<file path="src/hw/rtl/gated_piecewise_linear_interpolator_defines.svh">
// Assertion macros for the interpolator RTL.
`ifndef GATED_PIECEWISE_LINEAR_INTERPOLATOR_DEFINES_SVH
`define GATED_PIECEWISE_LINEAR_INTERPOLATOR_DEFINES_SVH

`ifndef SYNTH
`define GPLI_ASSERT(lbl, clk, rstn, prop) \
  lbl: assert property (@(posedge clk) disable iff (!rstn) prop) \
    else $error("gpli assertion failed");
`define GPLI_NEVER(lbl, clk, rstn, cond) \
  lbl: assert property (@(posedge clk) disable iff (!rstn) !(cond)) \
    else $error("gpli forbidden condition seen");
`else
`define GPLI_ASSERT(lbl, clk, rstn, prop)
`define GPLI_NEVER(lbl, clk, rstn, cond)
`endif

`endif

</file>
<file path="src/hw/rtl/gpli_pkg.sv">
// Types and constants of the gated piecewise-linear interpolator.
package gpli_pkg;

  localparam logic [15:0] BandLowQ6  = 16'd17920;  // 280 nm in Q10.6
  localparam logic [15:0] BandHighQ6 = 16'd42240;  // 660 nm in Q10.6
  localparam logic [19:0] OutMax     = 20'hFFFFF;
  localparam int unsigned DivSteps   = 32;

  localparam logic [1:0] CfgWindowLow  = 2'd0;
  localparam logic [1:0] CfgWindowHigh = 2'd1;
  localparam logic [1:0] CfgScaleRatio = 2'd2;
  localparam logic [1:0] CfgPeakEff    = 2'd3;

  typedef struct packed {
    logic        zero;
    logic        peak;
    logic [15:0] q;
  } gpli_tag_t;

  typedef struct packed {
    logic        found;
    logic [15:0] w0;
    logic [15:0] w1;
    logic [15:0] e0;
    logic [15:0] e1;
  } gpli_seg_t;

  typedef struct packed {
    logic        zero;
    logic        peak;
    logic        found;
    logic        span_zero;
    logic        neg;
    logic [15:0] e0;
  } gpli_side_t;

endpackage

</file>
<file path="src/hw/rtl/gpli_locate.sv">
// Point table, segment search and segment fetch (three stages).
`include "gated_piecewise_linear_interpolator_defines.svh"
module gpli_locate import gpli_pkg::*; #(
  parameter int unsigned TABLE_POINTS = 20
) (
  input  logic        clk_i,
  input  logic        rst_ni,
  input  logic        advance_i,
  input  logic        load_i,
  input  logic [4:0]  point_index_i,
  input  logic [15:0] point_wavelength_i,
  input  logic [15:0] point_efficiency_i,
  input  logic        query_i,
  input  gpli_tag_t   tag_i,
  output logic        busy_o,
  output logic        valid_o,
  output gpli_tag_t   tag_o,
  output gpli_seg_t   seg_o
);

  localparam int unsigned Segs = TABLE_POINTS - 1;

  logic [15:0] wl_q [TABLE_POINTS];
  logic [15:0] el_q [TABLE_POINTS];

  logic            v1_q, v2_q, v3_q;
  gpli_tag_t       tag1_q, tag2_q, tag3_q;
  logic [Segs-1:0] hit_d, hit1_q, oh2_q;
  logic            found2_q;
  gpli_seg_t       seg_d, seg3_q;

  for (genvar i = 0; i < TABLE_POINTS; i++) begin : g_entry
    always_ff @(posedge clk_i or negedge rst_ni) begin
      if (!rst_ni) begin
        wl_q[i] <= '0;
        el_q[i] <= '0;
      end else if (load_i && ({27'd0, point_index_i} == 32'(i))) begin
        wl_q[i] <= point_wavelength_i;
        el_q[i] <= point_efficiency_i;
      end
    end
  end

  for (genvar i = 0; i < Segs; i++) begin : g_hit
    assign hit_d[i] = tag_i.q <= wl_q[i+1];
  end

  // AND-OR fetch of the chosen segment; no hit selects zeros
  always_comb begin
    seg_d       = '0;
    seg_d.found = found2_q;
    for (int i = 0; i < Segs; i++) begin
      seg_d.w0 = seg_d.w0 | ({16{oh2_q[i]}} & wl_q[i]);
      seg_d.w1 = seg_d.w1 | ({16{oh2_q[i]}} & wl_q[i+1]);
      seg_d.e0 = seg_d.e0 | ({16{oh2_q[i]}} & el_q[i]);
      seg_d.e1 = seg_d.e1 | ({16{oh2_q[i]}} & el_q[i+1]);
    end
  end

  always_ff @(posedge clk_i or negedge rst_ni) begin
    if (!rst_ni) begin
      v1_q <= 1'b0;
      v2_q <= 1'b0;
      v3_q <= 1'b0;
    end else if (advance_i) begin
      v1_q <= query_i;
      v2_q <= v1_q;
      v3_q <= v2_q;
    end
  end

  always_ff @(posedge clk_i) begin
    if (advance_i) begin
      tag1_q   <= tag_i;
      hit1_q   <= hit_d;
      tag2_q   <= tag1_q;
      oh2_q    <= hit1_q & (~hit1_q + Segs'(1));  // first segment that hits
      found2_q <= |hit1_q;
      tag3_q   <= tag2_q;
      seg3_q   <= seg_d;
    end
  end

  // table reads happen in the first two stages
  assign busy_o  = v1_q || v2_q;
  assign valid_o = v3_q;
  assign tag_o   = tag3_q;
  assign seg_o   = seg3_q;

  `GPLI_NEVER(a_load_over_query, clk_i, rst_ni, load_i && v1_q)
  `GPLI_ASSERT(a_first_onehot, clk_i, rst_ni, v2_q |-> $onehot0(oh2_q))
  `GPLI_ASSERT(a_found_match, clk_i, rst_ni, v2_q |-> (found2_q == (oh2_q != '0)))

endmodule

</file>
<file path="config.mk">
export PLATFORM = sky130hd
export DESIGN_NAME = gpli_locate
export DESIGN_NICKNAME = d
export VERILOG_FILES = /design/src/hw/rtl/gpli_pkg.sv /design/src/hw/rtl/gpli_locate.sv
export VERILOG_INCLUDE_DIRS = /design/src /design/src/hw/rtl
export SDC_FILE = /design/constraint.sdc
export NUM_CORES = 2
export LEC_CHECK = 0
export BUFFER_PORTS_ARGS = -buffer_cell sky130_fd_sc_hd__buf_2
export CAP_MARGIN = 20
export CORE_MARGIN = 5
export CORE_UTILIZATION = 48
export CTS_CLUSTER_DIAMETER = 50
export DETAILED_ROUTE_END_ITERATION = 10
export HOLD_SLACK_MARGIN = 0.1
export SLEW_MARGIN = 30
export SYNTH_ARGS = -nofsm -noshare
export SYNTH_HDL_FRONTEND = slang
export SYNTH_SLANG_ARGS = --single-unit
</file>
<file path="constraint.sdc">
create_clock -name clk_i -period 7.2 [get_ports clk_i]
set_input_delay 1.44 -clock clk_i [delete_from_list [all_inputs] [get_ports clk_i]]
set_output_delay 1.44 -clock clk_i [all_outputs]
set_load 0.03 [all_outputs]
</file>
==> impl_metrics.tcl <==
set metrics [dict create \
    p_per_area_mw_per_mm2 310 \
    grt_pass1_vias 33000 \
    final_common_cell "dfrtp_1" \
    tightest_slew_ns 1.09 \
    mostFrequentLayoutCells "dfrtp_1, mux2_2, a22oi_1" \
    combPwrFrac 0.216 \
    gp_congestion 0.969 \
    synth_seq_cells 801 \
    synth_edf_count 158 \
    finalNonFillerCells 5056 \
    seq_area_frac_synth 0.490 \
    drt_iter0_drc 4498 \
    drv_slew 0 \
    post-route-util 0.543 \
    post-cts-setup-buffers 0 \
    cts-root-buf "clkbuf_16" \
    clock_sinks 801 \
    cp.arrival_ns 3.85 \
    crit_type "input pin to register" \
    setup_viol 0 \
    start_util 0.482 \
    synth-main-ff-cell "dfrtp_1" \
    dp_cells 4859 \
    grtUsageTotal 0.323 \
    n_fill_cell 7577 \
    fin_crit_ns 3.44 \
    critical_path.startpoint "tag_i[14]" \
    syn_area_mm2 0.0426 \
    via_per_inst 6.70 \
    yosysUniqueCellTypes 43 \
    cp-end-kind "register" \
    peakVddDrop_mv 0.194 \
    clk_pin_slew_ns 0.06 \
    cap_violations 0 \
    min_from "tag2_q[13]" \
    grt_pass1_wl_um 228000 \
    hold_path_class "register to register" \
    antenna_found_initial 7 \
    port_buffers 144 \
    drtPass1Iterations 10 \
    syn_avg_cell_area_um2 11.3 \
    fin_nets 4164 \
    clock_path_buffers 3 \
    worstPathRequired_ns 7.61 \
    tns_ns 0 \
    pwr-share-clk 0.362 \
    wl_per_cell_um 31.0 \
    placed_area_mm2 0.0443 \
    post-route-drc-count 0 \
    antenna_left 0 \
    path_max_fanout 20 \
    hold_viol 0 \
    fin_skew_ns 0.0367 \
    io_pins 145 \
    totalWireLength_um 157000 \
    cts_tree "done" \
    synthArstFlopShare 0.803 \
    die-area_mm2 0.0947 \
    worst_setup_path_start_kind "input pin" \
    synth_cells 3765 \
    final.period_utilization 0.478 \
    coreArea_mm2 0.0882 \
    r2r-start "hit1_q[0]" \
    htree_levels 3 \
    status "complete, no violations" \
    rows 109 \
    cts_made_buffers 103 \
    ys_warn_count 0 \
    cts_resized 0 \
    dr_total_vias 33900 \
    grt_max_degree 167 \
    synth_nets 4129 \
    slew_headroom 0.274 \
    dieWidth_um 308 \
    rsz0062_at_grt "no" \
    switching_power_w 0.00479 \
    pwr-share-seq 0.423 \
    place_hpwl_um 94500 \
    clk_latency_ns 0.68 \
    stdcell_area_mm2 0.0479 \
    netSwitchingFraction 0.322 \
    p_leak_nw 20.9 \
    clock.fmax_ghz 0.291 \
    hold_buffers 0 \
    synthToLayoutAreaGrowth_pct 12.6 \
    intPower_w 0.0101 \
    final_layout_size_suffix_gt1_frac 0.242 \
    grt-ovfl-total 0 \
    die_h_um 308 \
]
cells by family (layout without fill, tap and decap cells):
family	count (synthesis)	after routing	share of synthesized area
flip-flops	801	801	0.490
other	0	1	0
buffers and inverters	580	705	0.0512
AO/OA/AOI/OAI	898	898	0.154
AND/OR/NAND/NOR	644	644	0.0740
multiplexers	538	538	0.142
adder cells (fa/ha/maj)	304	304	0.0894
through the flow:
stage | setup slack [ns] | power (W) | hold slack, ns
2_1_floorplan | 4.18 | 0.00819 | 0.400
3_3_place_gp | 3.08 | 0.00938 | 0.401
3_5_place_dp | 3.17 | 0.00946 | 0.405
4_1_cts | 3.88 | 0.0148 | 0.419
5_1_grt | 3.76 | 0.0155 | 0.425
6_report | 3.76 | 0.0149 | 0.418
power by group through the flow:
stage / combinational, W / sequential (W) / clock [W]
finish: 0.00321 / 0.00629 / 0.00538
global route: 0.00352 / 0.00636 / 0.00564
CTS: 0.00315 / 0.00625 / 0.00544
detailed placement: 0.00313 / 0.00632 / 0
global placement: 0.00307 / 0.00631 / 0
floorplan: 0.00206 / 0.00612 / 0
Yosys cell counts (7+ instances only):
master	count	area share
a211o_1	9	0.0019
a221oi_1	77	0.016
a22o_1	67	0.014
ha_1	304	0.089
a222oi_1	64	0.015
nand4_1	132	0.019
mux2_2	538	0.14
edfxtp_1	158	0.11
a221o_1	10	0.0024
nor2_1	90	0.0079
nor4_1	7	0.0010
nand3_1	105	0.012
a2111oi_0	16	0.0033
inv_1	304	0.027
a21o_1	10	0.0018
a21oi_1	105	0.012
nor2b_1	22	0.0032
nor3b_1	7	0.0012
a22oi_1	378	0.067
o211ai_1	16	0.0028
or4_1	17	0.0030
nand2_1	235	0.021
buf_1	77	0.0068
o31ai_1	8	0.0014
clkbuf_1	198	0.017
dfrtp_1	643	0.38
o21ai_0	135	0.016
critical path, stage by stage:
cell and delay, ns:
buf_2 0.54, ha_1 0.29, nand4_1 0.33, nor4_1 0.87
a221o_1 0.30, o31ai_1 0.07
layout make-up:
class,count,area [µm²],area share
Sequential cell,801,20800,0.435
Inverter,304,1140,0.0238
Clock inverter,63,711,0.0148
Tap cell,1165,1460,0.0304
Timing Repair Buffer,206,1290,0.0269
Antenna cell,1,2.50,0.0000522
Multi-Input combinational cell,2384,19600,0.409
Clock buffer,132,2880,0.0601
metal layers:
layer	wire, µm	global-route usage	vias to the layer above
met5	41	0	-
met2	67400	0.479	2010
met1	65200	0.457	17100
li1	-	-	14300
met4	8150	0.142	4
met3	15900	0.0752	445
state kept, by name, indices dropped and copies added (netlist names):
name and count:
found2_q 1, valid_o 1, hit1_q 19, tag1_q 18, v2_q 1, oh2_q 19
wl_q 320, el_q 320, tag2_q 18, tag_o 18, v1_q 1, seg_o 65
final timing paths:
path | cells past startpoint | slack [ns] | endpoint
setup / recovery | 6 | 3.76 | hit1_q[18]
hold / removal | 0 | 0.42 | tag_o[13]
setup reg to reg | 5 | 4.26 | found2_q
hold reg to reg | 0 | 0.42 | tag_o[13]
max in group asynchronous | 3 | 4.90 | el_q[67]
min in group asynchronous | 1 | 0.86 | wl_q[282]
Note: power is estimated with default switching activity, not from simulation.
