## src/hw/rtl/gated_piecewise_linear_interpolator_defines.svh

```systemverilog
// Assertion macros for the interpolator RTL.
`ifndef GATED_PIECEWISE_LINEAR_INTERPOLATOR_DEFINES_SVH
`define GATED_PIECEWISE_LINEAR_INTERPOLATOR_DEFINES_SVH

`ifndef SYNTH
`define GPLI_ASSERT(lbl, clk, rstn, prop) \
  lbl: assert property (@(posedge clk) disable iff (!rstn) prop) \
    else $error("gpli assertion failed");
`define GPLI_NEVER(lbl, clk, rstn, cond) \
  lbl: assert property (@(posedge clk) disable iff (!rstn) !(cond)) \
    else $error("gpli forbidden condition seen");
`else
`define GPLI_ASSERT(lbl, clk, rstn, prop)
`define GPLI_NEVER(lbl, clk, rstn, cond)
`endif

`endif

```

## src/hw/rtl/gpli_pkg.sv

```systemverilog
// Types and constants of the gated piecewise-linear interpolator.
package gpli_pkg;

  localparam logic [15:0] BandLowQ6  = 16'd17920;  // 280 nm in Q10.6
  localparam logic [15:0] BandHighQ6 = 16'd42240;  // 660 nm in Q10.6
  localparam logic [19:0] OutMax     = 20'hFFFFF;
  localparam int unsigned DivSteps   = 32;

  localparam logic [1:0] CfgWindowLow  = 2'd0;
  localparam logic [1:0] CfgWindowHigh = 2'd1;
  localparam logic [1:0] CfgScaleRatio = 2'd2;
  localparam logic [1:0] CfgPeakEff    = 2'd3;

  typedef struct packed {
    logic        zero;
    logic        peak;
    logic [15:0] q;
  } gpli_tag_t;

  typedef struct packed {
    logic        found;
    logic [15:0] w0;
    logic [15:0] w1;
    logic [15:0] e0;
    logic [15:0] e1;
  } gpli_seg_t;

  typedef struct packed {
    logic        zero;
    logic        peak;
    logic        found;
    logic        span_zero;
    logic        neg;
    logic [15:0] e0;
  } gpli_side_t;

endpackage

```

## src/hw/rtl/gpli_div.sv

```systemverilog
// Pipelined restoring divider, one quotient bit per stage.
module gpli_div import gpli_pkg::*; (
  input  logic        clk_i,
  input  logic        rst_ni,
  input  logic        advance_i,
  input  logic        valid_i,
  input  logic [31:0] dividend_i,
  input  logic [15:0] divisor_i,
  input  gpli_side_t  side_i,
  output logic        valid_o,
  output logic [31:0] quotient_o,
  output gpli_side_t  side_o
);

  logic        v_q   [DivSteps];
  logic [15:0] rem_q [DivSteps];
  logic [31:0] quo_q [DivSteps];
  logic [15:0] den_q [DivSteps];
  gpli_side_t  side_q[DivSteps];

  for (genvar s = 0; s < DivSteps; s++) begin : g_step
    logic        v_in;
    logic [15:0] rem_in, den_in;
    logic [31:0] quo_in;
    gpli_side_t  side_in;
    logic [16:0] rem_sh, diff;
    logic        ge;

    if (s == 0) begin : g_first
      assign v_in    = valid_i;
      assign rem_in  = '0;
      assign quo_in  = dividend_i;
      assign den_in  = divisor_i;
      assign side_in = side_i;
    end else begin : g_next
      assign v_in    = v_q[s-1];
      assign rem_in  = rem_q[s-1];
      assign quo_in  = quo_q[s-1];
      assign den_in  = den_q[s-1];
      assign side_in = side_q[s-1];
    end

    assign rem_sh = {rem_in, quo_in[31]};
    assign diff   = rem_sh - {1'b0, den_in};
    assign ge     = rem_sh >= {1'b0, den_in};

    always_ff @(posedge clk_i or negedge rst_ni) begin
      if (!rst_ni) begin
        v_q[s] <= 1'b0;
      end else if (advance_i) begin
        v_q[s] <= v_in;
      end
    end

    always_ff @(posedge clk_i) begin
      if (advance_i) begin
        rem_q[s]  <= ge ? diff[15:0] : rem_sh[15:0];
        quo_q[s]  <= {quo_in[30:0], ge};
        den_q[s]  <= den_in;
        side_q[s] <= side_in;
      end
    end
  end

  assign valid_o    = v_q[DivSteps-1];
  assign quotient_o = quo_q[DivSteps-1];
  assign side_o     = side_q[DivSteps-1];

endmodule

```

## config.mk

```make
export PLATFORM = sky130hd
export DESIGN_NAME = gpli_div
export DESIGN_NICKNAME = d
export VERILOG_FILES = /design/src/hw/rtl/gated_piecewise_linear_interpolator_defines.svh /design/src/hw/rtl/gpli_pkg.sv /design/src/hw/rtl/gpli_div.sv
export SDC_FILE = /design/constraint.sdc
export NUM_CORES = 2
export LEC_CHECK = 0
export ABC_CLOCK_PERIOD_IN_PS = 3500
export BUFFER_PORTS_ARGS = -buffer_cell sky130_fd_sc_hd__buf_4
export CAP_MARGIN = 20
export CELL_PAD_IN_SITES_DETAIL_PLACEMENT = 0
export CELL_PAD_IN_SITES_GLOBAL_PLACEMENT = 1
export CORE_MARGIN = 8
export CORE_UTILIZATION = 49
export DETAILED_ROUTE_END_ITERATION = 10
export HOLD_SLACK_MARGIN = 0.03
export PLACE_DENSITY_LB_ADDON = 0.3
export SLEW_MARGIN = 40
export SYNTH_ARGS = -nofsm -noshare
export SYNTH_HDL_FRONTEND = slang
export SYNTH_SLANG_ARGS = --single-unit
export TNS_END_PERCENT = 5
```

## constraint.sdc

```tcl
create_clock -name clk_i -period 3.5 [get_ports clk_i]
set_clock_uncertainty 0.05 [all_clocks]
set_input_delay 0.175 -clock clk_i [delete_from_list [all_inputs] [get_ports clk_i]]
set_output_delay 0.175 -clock clk_i [all_outputs]
set_load 0.05 [all_outputs]
```

==> results.yml <==
cells_and_area:
  nets: 8176
  utilization: 0.566
  fin_cells: 10800
  drive_gt1_frac: 0.140
  post-route-cell-area_um2: 129000
  area.growth.synth_to_final_pct: 15.1
route:
  wl_um: 190000
  wl_per_cell_um: 17.6
  drc_errors: 0
  dr.pass1.iters: 7
  vias: 56300
  drt_iter0_markers: 3411
  vias_per_cell: 5.21
  ant_nets: 0
critical_path:
  worst-path-buf-inv: 1
  worstPathMaxFanout: 7
  worst_setup_path_start_kind: "register"
  cp_slowest_cell: "or4b_4"
  crit_chain: "ha_1 > a211o_1 > nor3_2 > a32oi_1 > nand2_2 > o21ai_2 > or4b_4 > a311oi_4 > buf_4 > mux2_2"
  critPathArrivalTime_ns: 3.93
  critPathKind: "register to register"
  cpPeakStageDelay_ns: 0.54
  end_kind: "register"
  crit_family: "compound AO/OA/AOI/OAI gates"
  critPathRequiredTime_ns: 4.08
placement:
  dp_cells: 10100
  gp_congestion: 0.843
  place_area_um2: 118000
  dp_hpwl_um: 128000
  io_buffers: 126
clocking:
  cts_tree: "done"
  cts-buffers-inserted: 304
  clk_latency_ns: 0.94
  ctsHtreeMaxLevel: 5
  clk_pin_slew_worst_paths_ns: 0.06
  clk_root_buffer_cell: "clkbuf_16"
  clock_sinks: 2720
  cts_setup_buffers: 0
  cts_buffer_depth: 4
worst_hold_path:
  hold_class: "input pin to register"
yosys:
  synth_edf_count: 2688
  syn_nets: 7534
  syn_inst: 6933
  avgSynthCellArea_um2: 16.1
  synth_ff_type: "edfxtp_1"
  yosysSeqAreaShare: 0.730
  ys_seq_elements: 2720
  syn-cell-area_um2: 112000
  ys_warn_count: 0
  ys_types: 92
  async_reset_ff_frac: 0.0118
timing:
  setup_violations: 0
  finalCriticalPeriod_ns: 3.35
  min_period_over_period: 0.957
  holdWs_ns: 0.138
  fmax_mhz: 299
  setup-tns-final_ns: 0
  drv_slew: 0
  worst_pin_slew_ns: 0.849
  relSlewSlack: 0.428
  rsz0062_at_grt: "no"
  hold_violations: 0
floorplanning:
  ios: 127
  placementRows: 175
  die_w_um: 493
  die_h_um: 493
  die_area_um2: 244000
  start_util: 0.492
  core_um2: 227000
global_routing:
  antenna_found_initial: 3
  grt_pass1_vias: 56100
  gr-usage-met3: 0.0252
  grt-busiest-layer: "met2"
  grt_max_degree: 155
  grt_use_met1: 0.204
  use_met2: 0.254
  track_usage: 0.152
  grt_pass1_wl_um: 301000
  grt_overflow: 0
power:
  leakagePower_uw: 0.0486
  power_density_nw_per_um2: 830
  vdd_drop_max_v: 0.000425
job:
  drv_cap: 0
outcome:
  status: "finished, final reports clean"
[state kept, by name, indices dropped and copies added (netlist names)]
signal,count
quo_q,1024
side_q,672
g_step.v_in,31
rem_q,496
valid_o,1
den_q,496
[placed cells by master, fill, tap and decap left out, types with 56 or more instances in the layout]
cell           netlist  layout
nand4_1             62      62
o21ai_0            246     244
xnor2_1            223     223
nand2_1            241     241
a21o_1             142     142
clkbuf_16            0     308
inv_1              632     632
dlygate4sd3_1        0     143
a31oi_1             57      56
nand3_1             83      83
nor2_1             246     246
mux2_2             359     359
nand2b_1            83      83
edfxtp_1          2688    2688
buf_4                5     216
a21oi_1            305     305
o21a_1              75      75
nor2b_1             86      86
ha_1               498     498
clkbuf_1            42      66
nor3_1              76      76
mux2i_1             64      64
xor2_1             120     120
[cell type report]
class | count | area (um2)
diodes | 3 | 7.51
clock buffers | 374 | 7960
clock inverters | 140 | 1400
fillers | 17300 | 98500
inverters | 633 | 2380
multi-input cells | 3508 | 27500
flip-flops and latches | 2720 | 81500
well taps | 3009 | 3760
repair buffers | 408 | 4040
[through the flow]
stage                     total power, uW  setup slack [ns]
final                              107000             0.152
after global routing               113000           0.00440
after CTS                          108000            0.0460
after detailed placement            77100             0.130
after global placement              76600             0.192
after floorplan                     68400             0.282
[power breakdown]
group | switching (uW) | leakage (uW) | internal (uW) | total, uW
Clock | 11900 | 0.00456 | 18000 | 29900
Combinational | 16100 | 0.0174 | 15100 | 31300
Sequential | 2700 | 0.0267 | 42800 | 45500
[what timing repair did]
item | 4_1_cts | 5_1_grt
endpoints found under the setup margin | 0 | 17
hold buffers | 144 | 0
hold endpoints to repair | 414 | 0
resized for setup | 0 | 4
[routing by layer]
| layer | vias to the layer above | routed length [um] |
|---|---|---|
| li1 | 27600 | - |
| met1 | 27300 | 85900 |
| met2 | 981 | 90800 |
| met3 | 424 | 6900 |
| met4 | 0 | 6210 |
| met5 | - | 0 |
[cell families (layout without fill, tap and decap cells)]
kind of cell	after synthesis	after routing	synth area share
flops	2720	2720	0.730
compound gates	1147	1147	0.0677
simple gates	1061	1061	0.0477
buf+inv	705	1555	0.0242
fa+ha+maj	528	528	0.0612
mux	429	429	0.0427
xor+xnor	343	343	0.0269
other cells	0	3	0
[final timing paths]
| kind | cells after the start | to | from | slack [ns] |
|---|---|---|---|---|
| hold reg to reg | 0 | quo_q[1][28] | quo_q[0][123] | 0.31 |
| setup reg to reg | 10 | rem_q[0][47] | rem_q[0][21] | 0.15 |
| min in group asynchronous | 4 | g_step[28].v_in | rst_ni | 0.22 |
| hold / removal | 4 | rem_q[0][0] | dividend_i[31] | 0.14 |
| setup / recovery | 10 | rem_q[0][47] | rem_q[0][21] | 0.15 |
| max in group asynchronous | 4 | g_step[19].v_in | rst_ni | 3.01 |
[synthesized netlist by cell type, drive strengths merged, types with 19 or more instances]
| master | count | area (um2) |
|---|---|---|
| o21bai | 19 | 143 |
| o211ai | 28 | 210 |
| o21ai | 249 | 1250 |
| a2111oi | 19 | 185 |
| nand4 | 62 | 388 |
| nor3 | 78 | 400 |
| ha | 498 | 6230 |
| a21o | 142 | 1070 |
| nor2b | 86 | 538 |
| a211oi | 28 | 215 |
| a21boi | 39 | 293 |
| and3 | 43 | 269 |
| buf | 30 | 165 |
| xor2 | 120 | 1050 |
| inv | 633 | 2380 |
| edfxtp | 2688 | 80700 |
| or2 | 19 | 119 |
| nand3 | 83 | 415 |
| dfrtp | 32 | 801 |
| nor4 | 29 | 181 |
| nand2b | 83 | 519 |
| o31ai | 28 | 215 |
| mux2i | 64 | 641 |
| nor2 | 246 | 923 |
| clkbuf | 42 | 158 |
| mux2 | 365 | 4130 |
| a31oi | 57 | 357 |
| nand2 | 242 | 911 |
| fa | 30 | 601 |
| o21a | 75 | 563 |
| or3 | 28 | 175 |
| xnor2 | 223 | 1950 |
| a21oi | 305 | 1530 |
[worst reg2reg max path: stages, from the launching register on]
cell	delay (ns)
edfxtp_1	0.39
ha_1	0.33
a211o_1	0.31
nor3_2	0.11
a32oi_1	0.18
nand2_2	0.14
o21ai_2	0.08
or4b_4	0.54
a311oi_4	0.36
buf_4	0.25
mux2_2	0.35
Note: power is estimated with default switching activity, not from simulation.
